[src/rtl/core/tcf_pkg.sv]
// ----------------------------------------------------------------------------
// tcf_pkg - shared types and constants of the tilt complementary filter
// Field widths, command and status structs between controller and datapath,
// the arctangent table used by the cordic and a 32-bit saturation helper.
// ----------------------------------------------------------------------------
package tcf_pkg;

   // field widths
   localparam int DATA_W     = 32;
   localparam int RAW_W      = 16;
   localparam int TIME_W     = 32;
   localparam int STEP_W     = 16;
   localparam int WEIGHT_W   = 17;
   localparam int GAIN_W     = 24;
   localparam int FALLBACK_W = 10;
   localparam int MAX_STEP_W = 16;

   // configuration port
   localparam int CSR_IDX_W  = 2;
   localparam int CSR_DATA_W = 24;

   typedef enum logic [CSR_IDX_W-1:0] {
      CSR_BLEND_WEIGHT  = 2'd0,
      CSR_RATE_GAIN     = 2'd1,
      CSR_FALLBACK_STEP = 2'd2,
      CSR_MAX_STEP      = 2'd3
   } csr_index_type;

   localparam logic [WEIGHT_W-1:0]   WEIGHT_ONE       = 17'd65536;
   localparam logic [WEIGHT_W-1:0]   WEIGHT_RESET     = 17'd64225;
   localparam logic [GAIN_W-1:0]     GAIN_RESET       = 24'd128070;
   localparam logic [FALLBACK_W-1:0] FALLBACK_RESET   = 10'd5;
   localparam logic [MAX_STEP_W-1:0] MAX_STEP_RESET   = 16'd1000;
   localparam int                    GAIN_FRAC        = 24;

   // shared multiplier
   localparam int MUL_A_W = 40;
   localparam int MUL_B_W = 25;
   localparam int PROD_W  = MUL_A_W + MUL_B_W;

   // blend rounding from Q1.16 weight
   localparam int                       BLEND_SHIFT = 16;
   localparam logic signed [PROD_W-1:0] BLEND_HALF  = PROD_W'(32768);

   // cordic
   localparam int CORDIC_W    = 36;
   localparam int IN_SCALE_SH = 16;
   localparam int ANG_W       = 34;
   localparam int ANG_FRAC    = 24;
   localparam int ATAN_W      = 30;
   localparam int TAB_LEN     = 24;
   localparam int TAB_IDX_W   = 5;
   localparam logic signed [ANG_W-1:0] DEG180_Q24 = 34'sd3019898880;

   // divide by one thousand, two quotient bits a step
   localparam int DIV_W     = 50;
   localparam int DIV_STEPS = DIV_W / 2;
   localparam int DIV_CNT_W = 5;
   localparam int REM_W     = 10;
   localparam int DIVISOR   = 1000;
   localparam logic [DIV_W-1:0] DIV_BIAS = DIV_W'(DIVISOR / 2);
   localparam logic [DIV_W-1:0] DIV_CEIL = DIV_W'(DIVISOR - 1);

   typedef enum logic [2:0] {
      MUL_RATE_X,
      MUL_RATE_Z,
      MUL_STEP,
      MUL_GYRO_PATH,
      MUL_ACC_PATH
   } mul_op_type;

   typedef enum logic [2:0] {
      POST_NONE,
      POST_RATE_X,
      POST_RATE_Z,
      POST_STEP,
      POST_GYRO_PATH,
      POST_ACC_PATH
   } post_op_type;

   typedef struct packed {
      logic        capture;
      mul_op_type  mul_op;
      post_op_type post_op;
      logic        div_start;
      logic        form_g;
      logic        round_pitch;
      logic        out_load;
   } ctrl_cmd_type;

   typedef struct packed {
      logic cordic_done;
      logic div_done;
   } ctrl_status_type;

   // atan(2^-i) in degrees, 24 fraction bits
   function automatic logic [ATAN_W-1:0] atan_q24(input logic [TAB_IDX_W-1:0] idx);
      logic [ATAN_W-1:0] val;
      case (idx)
         5'd0:    val = 30'd754974720;
         5'd1:    val = 30'd445687602;
         5'd2:    val = 30'd235489088;
         5'd3:    val = 30'd119537938;
         5'd4:    val = 30'd60000934;
         5'd5:    val = 30'd30029717;
         5'd6:    val = 30'd15018523;
         5'd7:    val = 30'd7509720;
         5'd8:    val = 30'd3754917;
         5'd9:    val = 30'd1877466;
         5'd10:   val = 30'd938734;
         5'd11:   val = 30'd469367;
         5'd12:   val = 30'd234684;
         5'd13:   val = 30'd117342;
         5'd14:   val = 30'd58671;
         5'd15:   val = 30'd29335;
         5'd16:   val = 30'd14668;
         5'd17:   val = 30'd7334;
         5'd18:   val = 30'd3667;
         5'd19:   val = 30'd1833;
         5'd20:   val = 30'd917;
         5'd21:   val = 30'd458;
         5'd22:   val = 30'd229;
         5'd23:   val = 30'd115;
         default: val = '0;
      endcase
      return val;
   endfunction

   // clamp a wide signed value into 32 bits
   function automatic logic signed [DATA_W-1:0] sat32(input logic signed [PROD_W-1:0] v);
      logic signed [DATA_W-1:0] res;
      if ((&v[PROD_W-1:DATA_W-1]) || !(|v[PROD_W-1:DATA_W-1])) begin
         res = v[DATA_W-1:0];
      end else if (v[PROD_W-1]) begin
         res = {1'b1, {(DATA_W-1){1'b0}}};
      end else begin
         res = {1'b0, {(DATA_W-1){1'b1}}};
      end
      return res;
   endfunction

endpackage

[src/rtl/core/tcf_ctrl.sv]
// ----------------------------------------------------------------------------
// tcf_ctrl - sequencer of the tilt complementary filter
// Walks one item through the multiplier slots, divider and blend, and owns
// the handshake flags of both channels.
// ----------------------------------------------------------------------------
module tcf_ctrl (
   input  logic                       clock,
   input  logic                       reset,
   input  logic                       req_valid,
   output logic                       req_ready,
   output logic                       rsp_valid,
   input  logic                       rsp_ready,
   input  tcf_pkg::ctrl_status_type   status,
   output tcf_pkg::ctrl_cmd_type      cmd
);
   import tcf_pkg::*;

   typedef enum logic [3:0] {
      S_IDLE,
      S_RATE_X,
      S_RATE_Z,
      S_STEP,
      S_DIV_GO,
      S_DIV_START,
      S_WAIT,
      S_FORM,
      S_GYRO,
      S_ACC,
      S_SUM,
      S_ROUND,
      S_DONE
   } state_type;

   state_type state_ff, state_in;
   logic      rsp_valid_ff, rsp_valid_in;
   logic      out_free;

   assign out_free = !rsp_valid_ff || rsp_ready;

   always_comb begin
      cmd          = '0;
      cmd.mul_op   = MUL_RATE_X;
      cmd.post_op  = POST_NONE;
      state_in     = state_ff;
      case (state_ff)
         S_IDLE: begin
            cmd.capture = req_valid;
            if (req_valid) begin
               state_in = S_RATE_X;
            end
         end
         S_RATE_X: begin
            cmd.mul_op = MUL_RATE_X;
            state_in   = S_RATE_Z;
         end
         S_RATE_Z: begin
            cmd.mul_op  = MUL_RATE_Z;
            cmd.post_op = POST_RATE_X;
            state_in    = S_STEP;
         end
         S_STEP: begin
            cmd.mul_op  = MUL_STEP;
            cmd.post_op = POST_RATE_Z;
            state_in    = S_DIV_GO;
         end
         S_DIV_GO: begin
            cmd.post_op = POST_STEP;
            state_in    = S_DIV_START;
         end
         S_DIV_START: begin
            cmd.div_start = 1'b1;
            state_in      = S_WAIT;
         end
         S_WAIT: begin
            if (status.div_done && status.cordic_done) begin
               state_in = S_FORM;
            end
         end
         S_FORM: begin
            cmd.form_g = 1'b1;
            state_in   = S_GYRO;
         end
         S_GYRO: begin
            cmd.mul_op = MUL_GYRO_PATH;
            state_in   = S_ACC;
         end
         S_ACC: begin
            cmd.mul_op  = MUL_ACC_PATH;
            cmd.post_op = POST_GYRO_PATH;
            state_in    = S_SUM;
         end
         S_SUM: begin
            cmd.post_op = POST_ACC_PATH;
            state_in    = S_ROUND;
         end
         S_ROUND: begin
            cmd.round_pitch = 1'b1;
            state_in        = S_DONE;
         end
         S_DONE: begin
            cmd.out_load = out_free;
            if (out_free) begin
               state_in = S_IDLE;
            end
         end
         default: begin
            state_in = S_IDLE;
         end
      endcase
   end

   assign rsp_valid_in = cmd.out_load || (rsp_valid_ff && !rsp_ready);

   always_ff @(posedge clock) begin
      if (reset) begin
         state_ff     <= S_IDLE;
         rsp_valid_ff <= 1'b0;
      end else begin
         state_ff     <= state_in;
         rsp_valid_ff <= rsp_valid_in;
      end
   end

   assign req_ready = (state_ff == S_IDLE);
   assign rsp_valid = rsp_valid_ff;

endmodule

[config.mk]
export PLATFORM = sky130hd
export DESIGN_NAME = tcf_ctrl
export DESIGN_NICKNAME = d
export VERILOG_FILES = /design/src/rtl/core/tcf_pkg.sv /design/src/rtl/core/tcf_ctrl.sv
export SDC_FILE = /design/constraint.sdc
export NUM_CORES = 1
export LEC_CHECK = 0
export BUFFER_PORTS_ARGS = -buffer_cell sky130_fd_sc_hd__buf_2
export CELL_PAD_IN_SITES_DETAIL_PLACEMENT = 0
export CELL_PAD_IN_SITES_GLOBAL_PLACEMENT = 1
export CORE_MARGIN = 4
export CORE_UTILIZATION = 30
export CTS_CLUSTER_DIAMETER = 40
export DETAILED_ROUTE_END_ITERATION = 10
export PLACE_DENSITY = 0.83
export SLEW_MARGIN = 20
export SYNTH_ARGS = -nofsm -noshare
export SYNTH_HDL_FRONTEND = slang
export SYNTH_SLANG_ARGS = --single-unit
[constraint.sdc]
create_clock -name clock -period 1.3 [get_ports clock]
set_clock_uncertainty 0.05 [all_clocks]
set_input_delay 0.195 -clock clock [delete_from_list [all_inputs] [get_ports clock]]
set_output_delay 0.195 -clock clock [all_outputs]
set_load 0.05 [all_outputs]
### Yosys cells after proc, flatten, opt, wreduce, memory -nomap -nowiden

Cells that the tools add are included.

* flip-flop bits (word level): 5
* input bits: 6
* word-level logic and storage cells: 36

* equality and inequality tests: 15
* mux-type cells: 11
* reductions and logical operators: 8

Operators by type and width (number)
* $pmux 4 s13: 1
* $eq 4x4->1 const B: 5
* $eq 4x3->1 const B: 4
* $pmux 3 s5: 1
* $mux 4: 3
* $pmux 3 s4: 1
* $eq 4x2->1 const B: 2
* $ne 2x2->1 const B: 3
* $mux 1: 5
* $eq 4x1->1 const B: 1
* $logic_not 4->1: 1
* $reduce_and 3->1: 1
* $logic_and 1x1->1: 2
* $logic_not 1->1: 2
* $logic_or 1x1->1: 2

### Longest topological paths before layout

Gate-level depths: netlist of the first run.

* depth in word-level cells: 4
* depth in mapped cells: 5
* depth with buffers taken out: 4

### Worst setup path before layout of the first run

OpenSTA, ideal clock, no wires.

* path type: reg2out
* from: reg state_ff[0]
* to: out cmd[9] in the netlist's numbering
* data arrival time: 1.694 ns
* setup slack: -0.639 ns
* stages on the path, launching flop included: 3
* cells stage by stage: dfxtp_1 buf_6 nor3b_1

RTL lines
* start, declared: RTL line tcf_ctrl.sv:34 `state_type state_ff, state_in;`
* start signal, assigned: RTL line tcf_ctrl.sv:119 `state_ff <= state_in;`
* end, declared: RTL line tcf_ctrl.sv:14 `output tcf_pkg::ctrl_cmd_type cmd`

==> flow_summary.html, run 1 <==
<table>
<tr><th>Metric</th><th>Value</th></tr>
<tr><th colspan="2">Critical path</th></tr>
<tr><td>Critical Path, Cell by Cell</td><td>nor4_4 &gt; and2_4 &gt; buf_8</td></tr>
<tr><td>Startpoint kind of the worst setup timing path</td><td>register</td></tr>
<tr><td>Buffers plus inverters on the worst setup path</td><td>1</td></tr>
<tr><td>Cell family with the largest share of critical-path delay</td><td>simple AND/OR/NAND/NOR gates</td></tr>
<tr><td>Critical path fanouts, max</td><td>8</td></tr>
<tr><td>Slowest-stage cell, CP</td><td>sky130_fd_sc_hd__dfxtp_4</td></tr>
<tr><td>Element type at the critical path end</td><td>primary output</td></tr>
<tr><td>Critical path class</td><td>register to primary output</td></tr>
<tr><td>CP peak stage delay</td><td>370 ps</td></tr>
<tr><td>Arrival time of the worst setup path</td><td>1290 ps</td></tr>
<tr><td>WP data required</td><td>1050 ps</td></tr>
<tr><th colspan="2">Final layout</th></tr>
<tr><td>Share of post-route cells with drive strength above 1</td><td>85.6%</td></tr>
<tr><td>Number of filler cells placed in the layout</td><td>73</td></tr>
<tr><td>Commonest cells after routing, fill and taps aside</td><td>sky130_fd_sc_hd__buf_4, sky130_fd_sc_hd__buf_6, sky130_fd_sc_hd__nor2_4</td></tr>
<tr><td>Diodes inserted</td><td>0</td></tr>
<tr><td>Synthesis-to-finish area growth</td><td>145%</td></tr>
<tr><td>Final net count</td><td>104</td></tr>
<tr><td>Final core occ</td><td>79.5%</td></tr>
<tr><td>Most common cell after layout, fill and taps aside</td><td>sky130_fd_sc_hd__buf_4</td></tr>
<tr><th colspan="2">Outcome</th></tr>
<tr><td>Outcome</td><td>finished with violations</td></tr>
<tr><td>Violated checks</td><td>negative setup slack</td></tr>
<tr><th colspan="2">Timing</th></tr>
<tr><td>Tightest Pin Transition</td><td>267 ps</td></tr>
<tr><td>Worst path setup slack after routing</td><td>-236 ps</td></tr>
<tr><td>Setup repair after global routing missed its margin</td><td>yes</td></tr>
<tr><td>Top achievable clock speed</td><td>0.651 GHz</td></tr>
<tr><td>Final hold violation count</td><td>0</td></tr>
<tr><td>Total negative setup slack</td><td>-2010 ps</td></tr>
<tr><td>Final critical-path share of the clock period</td><td>118%</td></tr>
<tr><td>Post-layout minimum cycle time</td><td>1540 ps</td></tr>
<tr><td>Number of slew-limit violations in the final report</td><td>0</td></tr>
<tr><td>Worst rel slew slack</td><td>82.1%</td></tr>
<tr><td>Final setup vio count</td><td>13</td></tr>
<tr><th colspan="2">Logic synthesis</th></tr>
<tr><td>Area of the mapped netlist</td><td>428 sq um</td></tr>
<tr><td>Top area cells in the synthesized netlist</td><td>sky130_fd_sc_hd__dfxtp_1, sky130_fd_sc_hd__nor2_1, sky130_fd_sc_hd__buf_6</td></tr>
<tr><td>Sequential element share of the synthesized area</td><td>23.4%</td></tr>
<tr><td>Share of the synthesized area in the top cell type</td><td>23.4%</td></tr>
<tr><td>Avg Cell Area, Syn</td><td>8.23 sq um</td></tr>
<tr><td>Post-Synthesis Net Count</td><td>58</td></tr>
<tr><td>Count of synthesis-stage warnings from yosys</td><td>0</td></tr>
<tr><td>Seq cells post-synth</td><td>5</td></tr>
<tr><td>Synth cell types</td><td>25</td></tr>
<tr><td>Post-synthesis cell count</td><td>52</td></tr>
<tr><td>Largest area contributor in the synthesized netlist</td><td>sky130_fd_sc_hd__dfxtp_1</td></tr>
<tr><th colspan="2">Routing</th></tr>
<tr><td>Detailed Route Iter0 Violations</td><td>1</td></tr>
<tr><td>Final antenna-violating net count</td><td>0</td></tr>
<tr><td>Pre-Repair DR Iteration Count</td><td>4</td></tr>
<tr><td>Average via count per standard cell</td><td>4.80</td></tr>
<tr><td>DR DRC count</td><td>0</td></tr>
<tr><td>DRT Wirelength</td><td>1690 um</td></tr>
<tr><td>Routed length per instance</td><td>15.1 um</td></tr>
<tr><td>Via count of the routed design</td><td>538</td></tr>
<tr><th colspan="2">Global routing</th></tr>
<tr><td>Initial antenna violation count</td><td>0</td></tr>
<tr><td>Maximum number of pins on one net before global-route repair</td><td>9</td></tr>
<tr><td>First-pass GRT wire length</td><td>2620 um</td></tr>
<tr><td>Remaining global-route overflow</td><td>0</td></tr>
<tr><td>Via count of the first global-routing pass</td><td>581</td></tr>
<tr><td>Overall track demand over capacity in global routing</td><td>18.0%</td></tr>
<tr><th colspan="2">Floorplan</th></tr>
<tr><td>Core region area</td><td>1320 sq um</td></tr>
<tr><td>Overall die width</td><td>45.8 um</td></tr>
<tr><td>Initial standard-cell utilization of the core</td><td>32.5%</td></tr>
<tr><td>Number of top-level pins</td><td>19</td></tr>
<tr><td>FP Rows</td><td>13</td></tr>
<tr><td>Die Ht</td><td>45.8 um</td></tr>
<tr><td>Die Area</td><td>2090 sq um</td></tr>
<tr><th colspan="2">Clocking</th></tr>
<tr><td>Maximum level of the CTS H-tree</td><td>1</td></tr>
<tr><td>Clock transition at the register clock pins on the worst setup and hold paths after CTS</td><td>50 ps</td></tr>
<tr><td>Clock latency of the later-clocked register in the worst-skew pair</td><td>250 ps</td></tr>
<tr><td>CTS root buffer</td><td>sky130_fd_sc_hd__clkbuf_4</td></tr>
<tr><td>CTS buffer count</td><td>3</td></tr>
<tr><td>Number of buffers inserted for hold repair after clock tree synthesis</td><td>0</td></tr>
<tr><td>TritonCTS clock tree</td><td>built</td></tr>
<tr><td>Number of sinks handled by clock tree synthesis</td><td>5</td></tr>
<tr><td>Number of buffers on the longest clock path</td><td>2</td></tr>
<tr><th colspan="2">Hold path</th></tr>
<tr><td>Hold/Removal Path Class</td><td>input port to register</td></tr>
<tr><th colspan="2">Placed design</th></tr>
<tr><td>Half-perimeter wire length of the detailed placement result</td><td>962 um</td></tr>
<tr><td>Input/output buffers</td><td>18</td></tr>
<tr><td>Routability congestion estimate from global placement</td><td>0.792</td></tr>
<tr><th colspan="2">Pwr</th></tr>
<tr><td>VDD IR-drop max</td><td>534 uV</td></tr>
<tr><td>Leakage power figure</td><td>0.470 nW</td></tr>
<tr><td>P per Cell Area</td><td>746 nW/um^2</td></tr>
<tr><th colspan="2">Flow run</th></tr>
<tr><td>Max-capacitance violation count</td><td>0</td></tr>
</table>
registers in the layout, indices dropped and copies added (netlist names):
signal and count:
state_ff 4, rsp_valid 1
cell type report:
class / instances / area, sq um / area share, %
Timing Repair Buffer: 45 / 429 / 41.0
Clock buffer: 4 / 26.3 / 2.51
Inverter: 3 / 11.3 / 1.08
Sequential cell: 5 / 116 / 11.1
Multi-Input combinational cell: 40 / 445 / 42.5
Tap cell: 15 / 18.8 / 1.79
path summary, 6_finish.rpt:
check                                start                       end  slack, ps  depth (start not counted)
setup / recovery  state_ff[2]$_SDFFE_PP0P_                   cmd[10]       -240                          3
hold / removal                       reset      rsp_valid$_SDFF_PP0_        120                          2
setup reg to reg  state_ff[1]$_SDFFE_PP0P_  state_ff[0]$_SDFFE_PP0P_        -20                          5
hold reg to reg   state_ff[2]$_SDFFE_PP0P_  state_ff[0]$_SDFFE_PP0P_        580                          2
Yosys cell counts (all sizes together):
cell / n
nor2: 11
a21oi: 5
dfxtp: 5
buf: 4
inv: 3
nand2b: 3
nand2: 2
nor2b: 2
nor3b: 2
o31ai: 2
xnor2: 2
a211oi: 1
a21o: 1
a221o: 1
a2bb2o: 1
and2: 1
and3: 1
mux2i: 1
nor3: 1
nor4: 1
o21bai: 1
or2b: 1
cells by family after synthesis:
group / count (synthesis) / share of synthesized area, %
AND/OR/NAND/NOR: 25 / 34.8
AO/OA/AOI/OAI: 12 / 23.1
buffers and inverters: 7 / 12.3
flip-flops: 5 / 23.4
XOR/XNOR: 2 / 4.09
multiplexers: 1 / 2.34
where the power goes:
part	internal (mW)	switching (mW)
sequential	0.161	0.0265
clock	0.116	0.0675
combinational	0.212	0.198
worst register-to-register path: stages, from the launching register on:
cell                       delay [ps]
sky130_fd_sc_hd__dfxtp_4          370
sky130_fd_sc_hd__buf_6            130
sky130_fd_sc_hd__buf_12           120
sky130_fd_sc_hd__buf_6            120
sky130_fd_sc_hd__a2bb2o_4         230
sky130_fd_sc_hd__a211oi_2         200
through the flow:
| step | setup WS (ps) | std cells | power, mW | hold WS, ps | cell area [sq um] |
|---|---|---|---|---|---|
| floorplan | -358 | 52 | 0.379 | 207 | 504 |
| global placement | -112 | 99 | 0.455 | 369 | 707 |
| detailed placement | -126 | 99 | 0.458 | 376 | 707 |
| CTS | -219 | 108 | 0.754 | 109 | 960 |
| global route | -281 | 112 | 0.814 | 135 | 1050 |
| finish | -236 | 112 | 0.781 | 122 | 1050 |
per-layer routing:
| metal | share of wire, % | track usage (%) |
|---|---|---|
| met2 | 52 | 32.0 |
| met3 | 2.9 | 3.16 |
| met4 | 1.6 | 9.09 |
| met5 | 0 | 0 |
| met1 | 44 | 20.1 |
timing repair:
action,in CTS,in global routing
hold endpoints to repair,0,0
buffers inserted,5,5
endpoints found under the setup margin,14,16
resized for setup,50,15
pin swaps,2,5
Power figures use the tool's default switching activity.
==> run 2: changes to the inputs <==
Settings changed: PLACE_DENSITY 0.83 to unset, PLACE_DENSITY_LB_ADDON set to 0.1.
==> run 2 against run 1 <==
Effect of this change:
- the run still ends with negative setup slack left
- combinational power is 11% lower
- utilization is 5.0 points lower
- clock power about the same
- total power fell by 6.2%
- critical path type unchanged
- highest routed layer is now met3
- largest cell class unchanged
- worst hold slack improved by 23 ps
- fmax rose by 3.3%
- critical endpoint unchanged
- setup slack better by 48 ps
- sequential power hardly changed
- final area shrank 6.3%
- cell count fell by 3.6%
- register-to-register slack gained 30 ps
- global-route usage down 3.9 points
==> flow_summary.html, run 2 (synthesis gave the netlist of run 1 again) <==
<table>
<tr><th>Metric</th><th>Value</th></tr>
<tr><th colspan="2">Outcome</th></tr>
<tr><td>Outcome</td><td>finished with violations</td></tr>
<tr><td>Violated checks</td><td>negative setup slack</td></tr>
<tr><th colspan="2">Global routing</th></tr>
<tr><td>Initial antenna violation count</td><td>0</td></tr>
<tr><td>Maximum number of pins on one net before global-route repair</td><td>10</td></tr>
<tr><td>Overall track demand over capacity in global routing</td><td>14.1%</td></tr>
<tr><td>First-pass GRT wire length</td><td>2090 um</td></tr>
<tr><td>Remaining global-route overflow</td><td>0</td></tr>
<tr><td>Via count of the first global-routing pass</td><td>495</td></tr>
<tr><th colspan="2">Routing</th></tr>
<tr><td>Routed length per instance</td><td>11.9 um</td></tr>
<tr><td>Pre-Repair DR Iteration Count</td><td>3</td></tr>
<tr><td>Via count of the routed design</td><td>527</td></tr>
<tr><td>DR DRC count</td><td>0</td></tr>
<tr><td>Average via count per standard cell</td><td>4.88</td></tr>
<tr><td>DRT Wirelength</td><td>1280 um</td></tr>
<tr><td>Final antenna-violating net count</td><td>0</td></tr>
<tr><td>Detailed Route Iter0 Violations</td><td>4</td></tr>
<tr><th colspan="2">Clocking</th></tr>
<tr><td>Clock transition at the register clock pins on the worst setup and hold paths after CTS</td><td>40 ps</td></tr>
<tr><td>Number of buffers on the longest clock path</td><td>2</td></tr>
<tr><td>CTS root buffer</td><td>sky130_fd_sc_hd__clkbuf_4</td></tr>
<tr><td>CTS buffer count</td><td>3</td></tr>
<tr><td>TritonCTS clock tree</td><td>built</td></tr>
<tr><td>Maximum level of the CTS H-tree</td><td>1</td></tr>
<tr><td>Clock latency of the later-clocked register in the worst-skew pair</td><td>240 ps</td></tr>
<tr><td>Number of sinks handled by clock tree synthesis</td><td>5</td></tr>
<tr><th colspan="2">Final layout</th></tr>
<tr><td>Commonest cells after routing, fill and taps aside</td><td>sky130_fd_sc_hd__buf_4, sky130_fd_sc_hd__buf_6, sky130_fd_sc_hd__nor2_4, sky130_fd_sc_hd__buf_2</td></tr>
<tr><td>Final core occ</td><td>74.5%</td></tr>
<tr><td>Diodes inserted</td><td>0</td></tr>
<tr><td>Design area</td><td>981 sq um</td></tr>
<tr><td>Max FFs per register</td><td>4</td></tr>
<tr><td>Final net count</td><td>100</td></tr>
<tr><td>Number of standard cells in the layout, taps in and fillers out</td><td>108</td></tr>
<tr><td>Number of filler cells placed in the layout</td><td>101</td></tr>
<tr><td>Share of post-route cells with drive strength above 1</td><td>83.9%</td></tr>
<tr><td>Synthesis-to-finish area growth</td><td>129%</td></tr>
<tr><td>Most common cell after layout, fill and taps aside</td><td>sky130_fd_sc_hd__buf_4</td></tr>
<tr><td>Most flop-heavy register</td><td>state_ff</td></tr>
<tr><th colspan="2">Critical path</th></tr>
<tr><td>Critical path class</td><td>register to primary output</td></tr>
<tr><td>Element type at the critical path end</td><td>primary output</td></tr>
<tr><td>WP data required</td><td>1050 ps</td></tr>
<tr><td>Arrival time of the worst setup path</td><td>1240 ps</td></tr>
<tr><td>Startpoint kind of the worst setup timing path</td><td>register</td></tr>
<tr><td>Critical path fanouts, max</td><td>9</td></tr>
<tr><th colspan="2">Floorplan</th></tr>
<tr><td>Number of top-level pins</td><td>19</td></tr>
<tr><td>FP Rows</td><td>13</td></tr>
<tr><td>Overall die width</td><td>45.8 um</td></tr>
<tr><td>Die Ht</td><td>45.8 um</td></tr>
<tr><td>Initial standard-cell utilization of the core</td><td>32.5%</td></tr>
<tr><td>Die Area</td><td>2090 sq um</td></tr>
<tr><td>Core region area</td><td>1320 sq um</td></tr>
<tr><th colspan="2">Pwr</th></tr>
<tr><td>Part of the power in combinational logic</td><td>49.8%</td></tr>
<tr><td>Total Power Consumption</td><td>0.732 mW</td></tr>
<tr><td>Leakage power figure</td><td>0.442 nW</td></tr>
<tr><td>P_sw</td><td>0.272 mW</td></tr>
<tr><td>P per Cell Area</td><td>747 nW/um^2</td></tr>
<tr><td>VDD IR-drop max</td><td>539 uV</td></tr>
<tr><td>Cell Int Power</td><td>0.460 mW</td></tr>
<tr><td>Switching power share of the total</td><td>37.1%</td></tr>
<tr><td>Relative contribution of sequential cells to total power</td><td>25.3%</td></tr>
<tr><td>Clock share of power</td><td>24.9%</td></tr>
<tr><th colspan="2">Hold path</th></tr>
<tr><td>Hold/Removal Path Class</td><td>input port to register</td></tr>
<tr><th colspan="2">Placed design</th></tr>
<tr><td>Cells after DPL</td><td>99</td></tr>
<tr><td>Input/output buffers</td><td>18</td></tr>
<tr><td>Routability congestion estimate from global placement</td><td>0.779</td></tr>
<tr><td>Total placed instance area</td><td>707 sq um</td></tr>
<tr><td>Half-perimeter wire length of the detailed placement result</td><td>921 um</td></tr>
<tr><th colspan="2">Timing</th></tr>
<tr><td>Tightest Pin Transition</td><td>230 ps</td></tr>
<tr><td>Top achievable clock speed</td><td>0.672 GHz</td></tr>
<tr><td>Setup repair after global routing missed its margin</td><td>yes</td></tr>
<tr><td>Final setup vio count</td><td>12</td></tr>
<tr><td>Final critical-path share of the clock period</td><td>114%</td></tr>
<tr><td>Post-layout minimum cycle time</td><td>1490 ps</td></tr>
<tr><td>Number of slew-limit violations in the final report</td><td>0</td></tr>
<tr><td>Worst path setup slack after routing</td><td>-188 ps</td></tr>
<tr><td>Worst rel slew slack</td><td>84.5%</td></tr>
<tr><td>Final hold violation count</td><td>0</td></tr>
<tr><th colspan="2">Flow run</th></tr>
<tr><td>Max-capacitance violation count</td><td>0</td></tr>
</table>
[run 2: changes by cell type in the layout (fill, tap and decap cells not counted), moves of 2 or more]
cell                     previous run  this run
sky130_fd_sc_hd__buf_6             13        15
sky130_fd_sc_hd__nor2_2             0         2
sky130_fd_sc_hd__nor2_4             8         6
sky130_fd_sc_hd__buf_4             19        17
sky130_fd_sc_hd__buf_8              6         3
[run 2: critical path, cell delays in order, from the launching register on]
cell	delay [ps]
sky130_fd_sc_hd__dfxtp_4	380
sky130_fd_sc_hd__nor4_4	300
sky130_fd_sc_hd__and2_4	190
sky130_fd_sc_hd__buf_8	130
[run 2: final timing paths]
kind              slack (ps)  depth (start not counted)                       end                      from
setup / recovery        -190                          3                   cmd[10]  state_ff[2]$_SDFFE_PP0P_
hold / removal           140                          2      rsp_valid$_SDFF_PP0_                     reset
setup reg to reg          10                          5  state_ff[0]$_SDFFE_PP0P_  state_ff[1]$_SDFFE_PP0P_
hold reg to reg          450                          1  state_ff[0]$_SDFFE_PP0P_  state_ff[0]$_SDFFE_PP0P_
[run 2: through the flow]
step	setup slack, ps	hold slack, ps	TNS [ps]
6_report	-188	145	-1780
5_1_grt	-253	145	-2680
4_1_cts	-203	139	-1950
3_5_place_dp	-136	388	-816
3_3_place_gp	-127	385	-804
2_1_floorplan	-358	207	-1340
[run 2: power groups by stage]
stage | Sequential [mW] | Combinational [mW] | Clock (mW)
2_1_floorplan | 0.174 | 0.205 | 0
3_5_place_dp | 0.189 | 0.260 | 0
5_1_grt | 0.187 | 0.386 | 0.205
4_1_cts | 0.187 | 0.343 | 0.187
3_3_place_gp | 0.190 | 0.260 | 0
6_report | 0.185 | 0.365 | 0.182
[run 2: layout make-up]
| type | instances | area, sq um | area share [%] |
|---|---|---|---|
| multi-input combinational | 40 | 437 | 44.5 |
| timing repair buffer | 41 | 372 | 37.9 |
| sequential | 5 | 116 | 11.9 |
| clock buffer | 4 | 26.3 | 2.68 |
| tap | 15 | 18.8 | 1.91 |
| inverter | 3 | 11.3 | 1.15 |
[run 2: per-layer routing]
layer | up-vias | wire length, um | global-route usage (%) | share of wire [%]
met2 | 15 | 649 | 22.8 | 51
met4 | 0 | 0 | 5.11 | 0
met1 | 251 | 554 | 17.3 | 43
li1 | 261 | - | - | -
met5 | - | 0 | 0 | 0
met3 | 0 | 78 | 4.74 | 6.1
[run 2: what timing repair did]
item	CTS	global route
buffers inserted	2	3
hold buffers	0	0
setup endpoints to repair	14	14
gates resized for setup	51	6
pin swaps	3	0
==> run 3: changes to the inputs <==
Settings changed: GPL_TIMING_DRIVEN set to 0, TNS_END_PERCENT set to 1.
==> run 3 against run 2 <==
Effect of this change:
- the flow still finishes with violations (negative setup slack)
- first-iteration DRC count decreased by 25%
- wire length decreased by 10%
- fmax down 1.3%
- critical path type unchanged
- highest routed layer is now met4
- die area stayed put
- setup slack lost 19 ps
- final area is 18% lower
- sequential power decreased by 6%
- total power fell by 8.3%
- sequential cell count unchanged
- register-to-register slack improved by 50 ps
- sequential share of layout area rose by 2.1 points
- utilization fell by 13 points
- largest power group unchanged
==> flow_summary.html, run 3 (synthesis gave the netlist of run 1 again) <==
<table>
<tr><th>Metric</th><th>Value</th></tr>
<tr><th colspan="2">Timing</th></tr>
<tr><td>Final setup vio count</td><td>12</td></tr>
<tr><td>Worst hold slack</td><td>113 ps</td></tr>
<tr><td>Setup repair after global routing missed its margin</td><td>yes</td></tr>
<tr><td>Tightest Pin Transition</td><td>257 ps</td></tr>
<tr><td>Top achievable clock speed</td><td>0.664 GHz</td></tr>
<tr><td>Number of slew-limit violations in the final report</td><td>0</td></tr>
<tr><td>Final hold violation count</td><td>0</td></tr>
<tr><td>Final critical-path share of the clock period</td><td>116%</td></tr>
<tr><td>Worst path setup slack after routing</td><td>-207 ps</td></tr>
<tr><td>Worst rel slew slack</td><td>82.7%</td></tr>
<tr><td>Post-layout minimum cycle time</td><td>1510 ps</td></tr>
<tr><th colspan="2">Floorplan</th></tr>
<tr><td>Die Ht</td><td>45.8 um</td></tr>
<tr><td>Die Area</td><td>2090 sq um</td></tr>
<tr><td>Initial standard-cell utilization of the core</td><td>32.5%</td></tr>
<tr><td>Number of top-level pins</td><td>19</td></tr>
<tr><td>Core region area</td><td>1320 sq um</td></tr>
<tr><td>FP Rows</td><td>13</td></tr>
<tr><td>Overall die width</td><td>45.8 um</td></tr>
<tr><th colspan="2">Clocking</th></tr>
<tr><td>CTS root buffer</td><td>sky130_fd_sc_hd__clkbuf_4</td></tr>
<tr><td>Maximum level of the CTS H-tree</td><td>1</td></tr>
<tr><td>Number of sinks handled by clock tree synthesis</td><td>5</td></tr>
<tr><td>Clock latency of the later-clocked register in the worst-skew pair</td><td>240 ps</td></tr>
<tr><td>Number of buffers on the longest clock path</td><td>2</td></tr>
<tr><td>TritonCTS clock tree</td><td>built</td></tr>
<tr><td>Number of buffers inserted for hold repair after clock tree synthesis</td><td>0</td></tr>
<tr><td>CTS buffer count</td><td>3</td></tr>
<tr><td>Clock transition at the register clock pins on the worst setup and hold paths after CTS</td><td>40 ps</td></tr>
<tr><th colspan="2">Routing</th></tr>
<tr><td>DR DRC count</td><td>0</td></tr>
<tr><td>DRT Wirelength</td><td>1150 um</td></tr>
<tr><td>Pre-Repair DR Iteration Count</td><td>4</td></tr>
<tr><td>Routed length per instance</td><td>12.0 um</td></tr>
<tr><td>Average via count per standard cell</td><td>4.93</td></tr>
<tr><td>Final antenna-violating net count</td><td>0</td></tr>
<tr><td>Detailed Route Iter0 Violations</td><td>3</td></tr>
<tr><td>Via count of the routed design</td><td>473</td></tr>
<tr><th colspan="2">Critical path</th></tr>
<tr><td>Worst r2r path cells</td><td>4</td></tr>
<tr><td>CP peak stage delay</td><td>370 ps</td></tr>
<tr><td>Slack of the worst reg-to-reg path</td><td>60 ps</td></tr>
<tr><td>End of the worst register-to-register path</td><td>state_ff[0]$_SDFFE_PP0P_</td></tr>
<tr><td>Critical Path, Cell by Cell</td><td>buf_8 &gt; nand2_8 &gt; nor2_2 &gt; a21oi_1 &gt; nor2_2 &gt; buf_6</td></tr>
<tr><td>Startpoint of the lowest-slack register-to-register path</td><td>state_ff[1]$_SDFFE_PP0P_</td></tr>
<tr><td>Library cell appearing most often on the critical path</td><td>sky130_fd_sc_hd__nor2_2</td></tr>
<tr><td>Startpoint kind of the worst setup timing path</td><td>register</td></tr>
<tr><td>Slowest-stage cell, CP</td><td>sky130_fd_sc_hd__dfxtp_4</td></tr>
<tr><td>Element type at the critical path end</td><td>primary output</td></tr>
<tr><td>Critical path fanouts, max</td><td>8</td></tr>
<tr><td>WP data required</td><td>1050 ps</td></tr>
<tr><td>Critical path class</td><td>register to primary output</td></tr>
<tr><td>Arrival time of the worst setup path</td><td>1260 ps</td></tr>
<tr><th colspan="2">Outcome</th></tr>
<tr><td>Outcome</td><td>finished with violations</td></tr>
<tr><td>Violated checks</td><td>negative setup slack</td></tr>
<tr><th colspan="2">Global routing</th></tr>
<tr><td>Initial antenna violation count</td><td>0</td></tr>
<tr><td>Remaining global-route overflow</td><td>0</td></tr>
<tr><td>Overall track demand over capacity in global routing</td><td>11.6%</td></tr>
<tr><td>Via count of the first global-routing pass</td><td>402</td></tr>
<tr><td>First-pass GRT wire length</td><td>1680 um</td></tr>
<tr><td>Maximum number of pins on one net before global-route repair</td><td>11</td></tr>
<tr><th colspan="2">Final layout</th></tr>
<tr><td>Synthesis-to-finish area growth</td><td>88.6%</td></tr>
<tr><td>Commonest cells after routing, fill and taps aside</td><td>sky130_fd_sc_hd__buf_6, sky130_fd_sc_hd__buf_4, sky130_fd_sc_hd__buf_2</td></tr>
<tr><td>Most flop-heavy register</td><td>state_ff</td></tr>
<tr><td>Most common cell after layout, fill and taps aside</td><td>sky130_fd_sc_hd__buf_6</td></tr>
<tr><td>Final net count</td><td>88</td></tr>
<tr><td>Diodes inserted</td><td>0</td></tr>
<tr><td>Max FFs per register</td><td>4</td></tr>
<tr><td>Share of post-route cells with drive strength above 1</td><td>69.1%</td></tr>
<tr><th colspan="2">Hold path</th></tr>
<tr><td>Hold Path Sink</td><td>state_ff[2]$_SDFFE_PP0P_</td></tr>
<tr><td>Hold/Removal Path Class</td><td>input port to register</td></tr>
<tr><td>Worst hold stages</td><td>2</td></tr>
<tr><td>Startpoint of the worst hold path</td><td>reset</td></tr>
<tr><th colspan="2">Flow run</th></tr>
<tr><td>Max-capacitance violation count</td><td>0</td></tr>
<tr><th colspan="2">Placed design</th></tr>
<tr><td>Half-perimeter wire length of the detailed placement result</td><td>792 um</td></tr>
<tr><td>Worst setup slack before clock tree synthesis</td><td>-166 ps</td></tr>
<tr><td>Routability congestion estimate from global placement</td><td>0.687</td></tr>
<tr><td>Input/output buffers</td><td>18</td></tr>
<tr><th colspan="2">Pwr</th></tr>
<tr><td>Leakage power figure</td><td>0.342 nW</td></tr>
<tr><td>Total Power Consumption</td><td>0.672 mW</td></tr>
<tr><td>VDD IR-drop max</td><td>703 uV</td></tr>
<tr><td>P per Cell Area</td><td>832 nW/um^2</td></tr>
</table>
[run 3: cell types whose count changed in the layout (fill, tap and decap cells not counted), sizes merged]
cell and delta:
buf -12
[run 3: critical path, delay by kind of cell, from the launching register on]
family | cells | cell delay, ps
DFF | 1 | 370
buffers and inverters | 2 | 300
and+or+nand+nor | 3 | 290
AOI/OAI and AO/OA | 1 | 60
[run 3: area by class of cell]
class                      instances  area (sq um)
clock buffer                       4          26.3
multi-input combinational         40           369
inverter                           3          11.3
buffer                             4          57.6
timing repair buffer              25           211
tap                               15          18.8
sequential                         5           113
fill                             116           510
[run 3: timing repair]
item / in CTS / in global routing
setup buffers: 5 / 1
pin swaps: 6 / 3
cloned: 1 / 0
endpoints found under the setup margin: 12 / 13
resized for setup: 37 / 14
[run 3: worst max-delay path by stage]
stage,slack (ps),startpoint,end
after floorplan,-360,state_ff[2]$_SDFFE_PP0P_,cmd[10]
after global placement,-150,state_ff[0]$_SDFFE_PP0P_,cmd[5]
after detailed placement,-170,state_ff[0]$_SDFFE_PP0P_,cmd[5]
after CTS,-200,state_ff[0]$_SDFFE_PP0P_,cmd[10]
after global routing,-280,state_ff[0]$_SDFFE_PP0P_,cmd[5]
final,-210,state_ff[0]$_SDFFE_PP0P_,cmd[5]
[run 3: stage by stage]
| step | TNS, ps | instances | utilization, % | area [sq um] |
|---|---|---|---|---|
| after floorplan | -3370 | 52 | - | 447 |
| after global placement | -567 | 85 | 42.2 | 556 |
| after detailed placement | -622 | 85 | 42.2 | 556 |
| final | -1760 | 96 | 61.3 | 807 |
| after CTS | -1730 | 95 | 56.7 | 747 |
| after global routing | -2470 | 96 | 61.3 | 807 |
[run 3: where the power goes]
group          internal (mW)  switching [mW]  total, mW
logic                  0.143           0.174      0.318
registers              0.161          0.0116      0.173
clock network          0.116          0.0653      0.181
total                  0.421           0.251      0.672
[run 3: per-layer routing]
| layer | routed length, um | vias to the layer above | part of all wire [%] | global-route usage, % |
|---|---|---|---|---|
| met4 | 8 | 0 | 0.69 | 3.41 |
| met5 | 0 | - | 0 | 0 |
| met1 | 449 | 220 | 39 | 13.7 |
| li1 | - | 236 | - | - |
| met3 | 88 | 2 | 7.6 | 5.93 |
| met2 | 606 | 15 | 53 | 18.1 |
